File: config.mk
export PLATFORM = sky130hd
export DESIGN_NAME = ftc_div_stage
export DESIGN_NICKNAME = d
export VERILOG_FILES = /design/src/ftc_pkg.sv /design/src/ftc_div_stage.sv
export SDC_FILE = /design/constraint.sdc
export NUM_CORES = 1
export LEC_CHECK = 0
export BUFFER_PORTS_ARGS = -buffer_cell sky130_fd_sc_hd__buf_4
export CAP_MARGIN = 0
export CORE_MARGIN = 4
export CORE_UTILIZATION = 35
export DETAILED_ROUTE_END_ITERATION = 16
export GPL_ROUTABILITY_DRIVEN = 0
export PLACE_DENSITY_LB_ADDON = 0.3
export SLEW_MARGIN = 10
export SYNTH_ARGS = -nofsm -noshare
export SYNTH_HDL_FRONTEND = slang
export SYNTH_SLANG_ARGS = --single-unit
File: constraint.sdc
create_clock -name clk -period 5.8 [get_ports clk]
set_input_delay 0.29 -clock clk [delete_from_list [all_inputs] [get_ports clk]]
set_output_delay 0.29 -clock clk [all_outputs]
set_load 0.03 [all_outputs]
File: src/ftc_pkg.sv
// Shared types and constants of the fuzzy tracking controller.
package ftc_pkg;

  localparam int InW    = 16;
  localparam int GradeW = 17;
  localparam int LevelW = 16;
  localparam int MapW   = 30;
  localparam int CfgIdxW = 3;
  localparam int NumRules = 15;
  localparam int SumWW  = 19;
  localparam int SumUW  = 35;
  localparam int NumW   = 36;
  localparam int QW     = 16;
  localparam int DivStages = 8;
  localparam int BitsPerStage = QW / DivStages;

  localparam logic [LevelW-1:0] LevelZeroRst   = 16'd0;
  localparam logic [LevelW-1:0] LevelSmallRst  = 16'd10923;
  localparam logic [LevelW-1:0] LevelMediumRst = 16'd21845;
  localparam logic [LevelW-1:0] LevelLargeRst  = 16'd32768;
  localparam logic [MapW-1:0]   RuleMapRst     = 30'd614967908;

  typedef enum logic [CfgIdxW-1:0] {
    CFG_LEVEL_ZERO   = 3'd0,
    CFG_LEVEL_SMALL  = 3'd1,
    CFG_LEVEL_MEDIUM = 3'd2,
    CFG_LEVEL_LARGE  = 3'd3,
    CFG_RULE_MAP     = 3'd4
  } cfg_idx_t;

  // Divider working set carried from stage to stage.
  typedef struct packed {
    logic [SumWW-1:0] den;
    logic [SumWW-1:0] rem;
    logic [QW-1:0]    lo;
    logic [QW-1:0]    quo;
    logic             zero;
  } div_t;

endpackage

File: src/ftc_div_stage.sv
// One stage of the pipelined restoring divider: two quotient bits per stage.
module ftc_div_stage import ftc_pkg::*; (
  input  logic clk,
  input  logic rst_n,
  input  logic up_vld,
  input  div_t up_data,
  input  logic dn_adv,
  output logic up_adv,
  output logic vld_r,
  output div_t data_r
);

  div_t data_nxt;
  logic vld_nxt;

  // Shift in the next numerator bit, subtract where the divisor fits.
  always_comb begin
    logic [SumWW:0] trial;
    data_nxt = up_data;
    for (int s = 0; s < BitsPerStage; s++) begin
      trial = {data_nxt.rem, data_nxt.lo[QW-1]};
      data_nxt.lo = {data_nxt.lo[QW-2:0], 1'b0};
      if (trial >= {1'b0, data_nxt.den}) begin
        trial = trial - {1'b0, data_nxt.den};
        data_nxt.quo = {data_nxt.quo[QW-2:0], 1'b1};
      end else begin
        data_nxt.quo = {data_nxt.quo[QW-2:0], 1'b0};
      end
      data_nxt.rem = trial[SumWW-1:0];
    end
  end

  assign up_adv  = !vld_r || dn_adv;
  assign vld_nxt = up_vld;

  // Advance when the next stage can take the beat.
  always_ff @(posedge clk) begin
    if (!rst_n) begin
      vld_r <= 1'b0;
    end else if (up_adv) begin
      vld_r <= vld_nxt;
    end
  end

  always_ff @(posedge clk) begin
    if (up_adv) begin
      data_r <= data_nxt;
    end
  end

endmodule

==> results.toml <==
[clock_tree]
ctsResizeCount = 0
clkSinkCount = 70
clk_latency_ps = 330
cts_max_level = 3
clk_pin_slew_worst_paths_ps = 60
cts_tree = "built"
postCtsSetupBuffers = 0
cts-root-buf = "clkbuf_16"
cts_buffers = 9
post_cts_hold_buffer_count = 0
cts_buffer_depth = 2

[route]
drt_wl_total_um = 11260
drc_errors = 0
dr.pass1.iters = 4
vias_per_cell = 4.894
drt_iter0_markers = 189
wl_per_cell_um = 15.30
drtAntennaViolNets = 0
vias = 3602

[finish]
nets = 674
n_antenna_cell = 0
drive_gt1_share_pct = 35.11
area_growth_pct = 35.03
final_cell_area_mm2 = 0.006158

[hold_path]
hp-class = "primary input to register"

[pwr]
p_int_w = 0.001502
ir_drop_uv = 133.5
p_sw_w = 0.0007711
pwr-share-seq_pct = 30.9
leakagePower_nw = 2.798
switching_share_pct = 33.92
pwr-share-comb_pct = 43.0
power_density_mw_per_mm2 = 369.2
clkPwrFrac_pct = 26.2

[setup_path]
start_kind = "primary input"
cp.arrival_ps = 5230
max_stage_delay_ps = 410
critical_path_class = "primary input to register"
path_max_fanout = 16
cp-end-kind = "register"
cp_cell_sequence = "buf_4 > inv_1 > ha_1 > inv_1 > fa_1 > a21o_1 > a221o_1 > o2111ai_1 > a31oi_2 > mux2_2 > ha_1 > nor2b_1 > o31ai_1 > a21oi_1 > o21ai_2 > a21oi_1 > o21ai_1 > o2111ai_2 > buf_4 > mux2_4"
crit_required_ps = 5880
crit_slowest_cell = "mux2_2"

[floorplanning]
row_count = 41
coreArea_mm2 = 0.01267
die_area_mm2 = 0.01492
initial_core_util_pct = 35.99
io_pins = 148
die_w_um = 122.2
die_h_um = 122.2

[status]
status = "completed"

[timing]
fin_crit_sh_pct = 88.89
worst_slack_ps = 644.1
skew_ps = 7.605
fmax_mhz = 194.0
grt_setup_unrepaired = "no"
worst_pin_slew_ps = 859.5
period_needed_ps = 5156
setup-tns-final_ps = 0
maxSlewViolCount = 0
hold_viol = 0
whs_ps = 131.9
setup_viol = 0
max_slew_margin_pct = 42.52

[synth]
syn_area_per_cell_um2 = 11.15
yosys-top-cells-count = "edfxtp_1, nor2_1, ha_1, a21oi_1, inv_1"
synth_edf_count = 69
synth_area_leader_cell = "edfxtp_1"
synth_top_area_share_pct = 45.43
ys_top_cells_by_area = "edfxtp_1, ha_1, mux2_4, xnor2_1, a21oi_1"
synth_async_sr_flop_share_pct = 0
yosysWarnings = 0
synth-seq-cells = 70
syn_inst = 409
yosysSeqAreaShare_pct = 45.87
synthesis.area_mm2 = 0.004561
synthFlopType = "edfxtp_1"
synth_cell_types = 56
synth_most_common_cell = "edfxtp_1"

[global_route]
antenna_found_initial = 0
grt_use_total_pct = 15.10
grt_start_max_net_pins = 46
grt_pass1_wl_um = 17780
grt_pass1_vias = 3604
grt_overflow = 0

[placed_design]
dp_hpwl_um = 8746
port_buffers = 143
place_ws_ps = 348.3
place_area_mm2 = 0.005839

[run]
drv_cap = 0
worst max-delay path: cells and delay by family:
family | cells | cell delay, ps
buffers and inverters | 4 | 470
AO/OA/AOI/OAI | 10 | 2610
adder cells (fa/ha/maj) | 3 | 920
AND/OR/NAND/NOR | 1 | 170
multiplexers | 2 | 730
cells by family (layout without fill, tap and decap cells):
logic type | after synthesis | count (layout) | synth area share [%]
AO/OA/AOI/OAI | 96 | 96 | 13.80
XOR/XNOR | 28 | 28 | 5.377
multiplexers | 31 | 31 | 8.807
buffers and inverters | 45 | 199 | 4.307
flip-flops | 70 | 70 | 45.87
AND/OR/NAND/NOR | 98 | 98 | 10.45
other | 1 | 2 | 0.08223
adder cells (fa/ha/maj) | 40 | 40 | 11.30
cells in the final DEF, fill, tap and decap left out, types with 3 or more instances in the layout:
master and instances:
clkbuf_16 9, ha_1 38, a21oi_1 35, nand2_1 19, nand3b_1 4, xnor2_1 21, a21o_1 7, and3_1 3
xor2_1 7, mux2i_1 6, o21ai_0 14, or3_1 3, mux2_2 9, edfxtp_1 69, clkbuf_1 3, nor2_1 39
o21ai_1 4, nand3_1 5, inv_1 35, o211ai_1 3, o21a_1 3, nand4_1 6, o2111ai_1 3, nor3_1 6
nor2b_1 4, a31oi_1 3, buf_4 148, mux2_4 16, o21bai_1 5
per-layer routing:
metal | global-route usage [%] | vias to the layer above | part of all wire (%)
met5 | 0 | - | 0
met4 | 4.969 | 0 | 1.3
met3 | 3.575 | 11 | 7.2
met2 | 25.24 | 116 | 48
met1 | 19.27 | 1666 | 43
li1 | - | 1809 | -
through the flow:
| stage | instances | total power [W] | utilization (%) |
|---|---|---|---|
| finish | 736 | 0.002274 | 48.60 |
| global route | 736 | 0.002411 | 48.60 |
| CTS | 736 | 0.002303 | 48.60 |
| detailed placement | 720 | 0.001688 | 46.08 |
| global placement | 720 | 0.001671 | 46.08 |
| floorplan | 410 | 0.001406 | - |
area by class of cell:
cell class	count	area (µm²)
Inverter	35	131.4
Sequential cell	70	2092
Fill cell	1168	6513
Clock inverter	3	68.82
Tap cell	172	215.2
Multi-Input combinational cell	295	2290
Clock buffer	13	250.2
Timing Repair Buffer	148	1111
flip-flops by register name, summed over array words and instances (netlist names):
signal  cells
vld_r       1
data_r     69
power by group through the flow:
stage,Combinational (W),Clock [W],Sequential [W]
after global routing,0.00106,0.000642,0.000712
after floorplan,0.000502,0,0.000904
final,0.000976,0.000595,0.000702
after detailed placement,0.000975,0,0.000713
after CTS,0.000984,0.000615,0.000704
after global placement,0.000959,0,0.000712
final timing paths:
kind / slack, ps / end / depth (start not counted) / from
setup / recovery: 640 / data_r[41]$_DFFE_PP_ / 20 / up_data[32]
hold / removal: 130 / data_r[32]$_DFFE_PP_ / 1 / up_data[30]
setup reg to reg: 4190 / data_r[21]$_DFFE_PP_ / 2 / vld_r$_SDFFE_PN0P_
hold reg to reg: 870 / data_r[0]$_DFFE_PP_ / 1 / vld_r$_SDFFE_PN0P_
No activity file was read; power rests on OpenSTA's default activity.
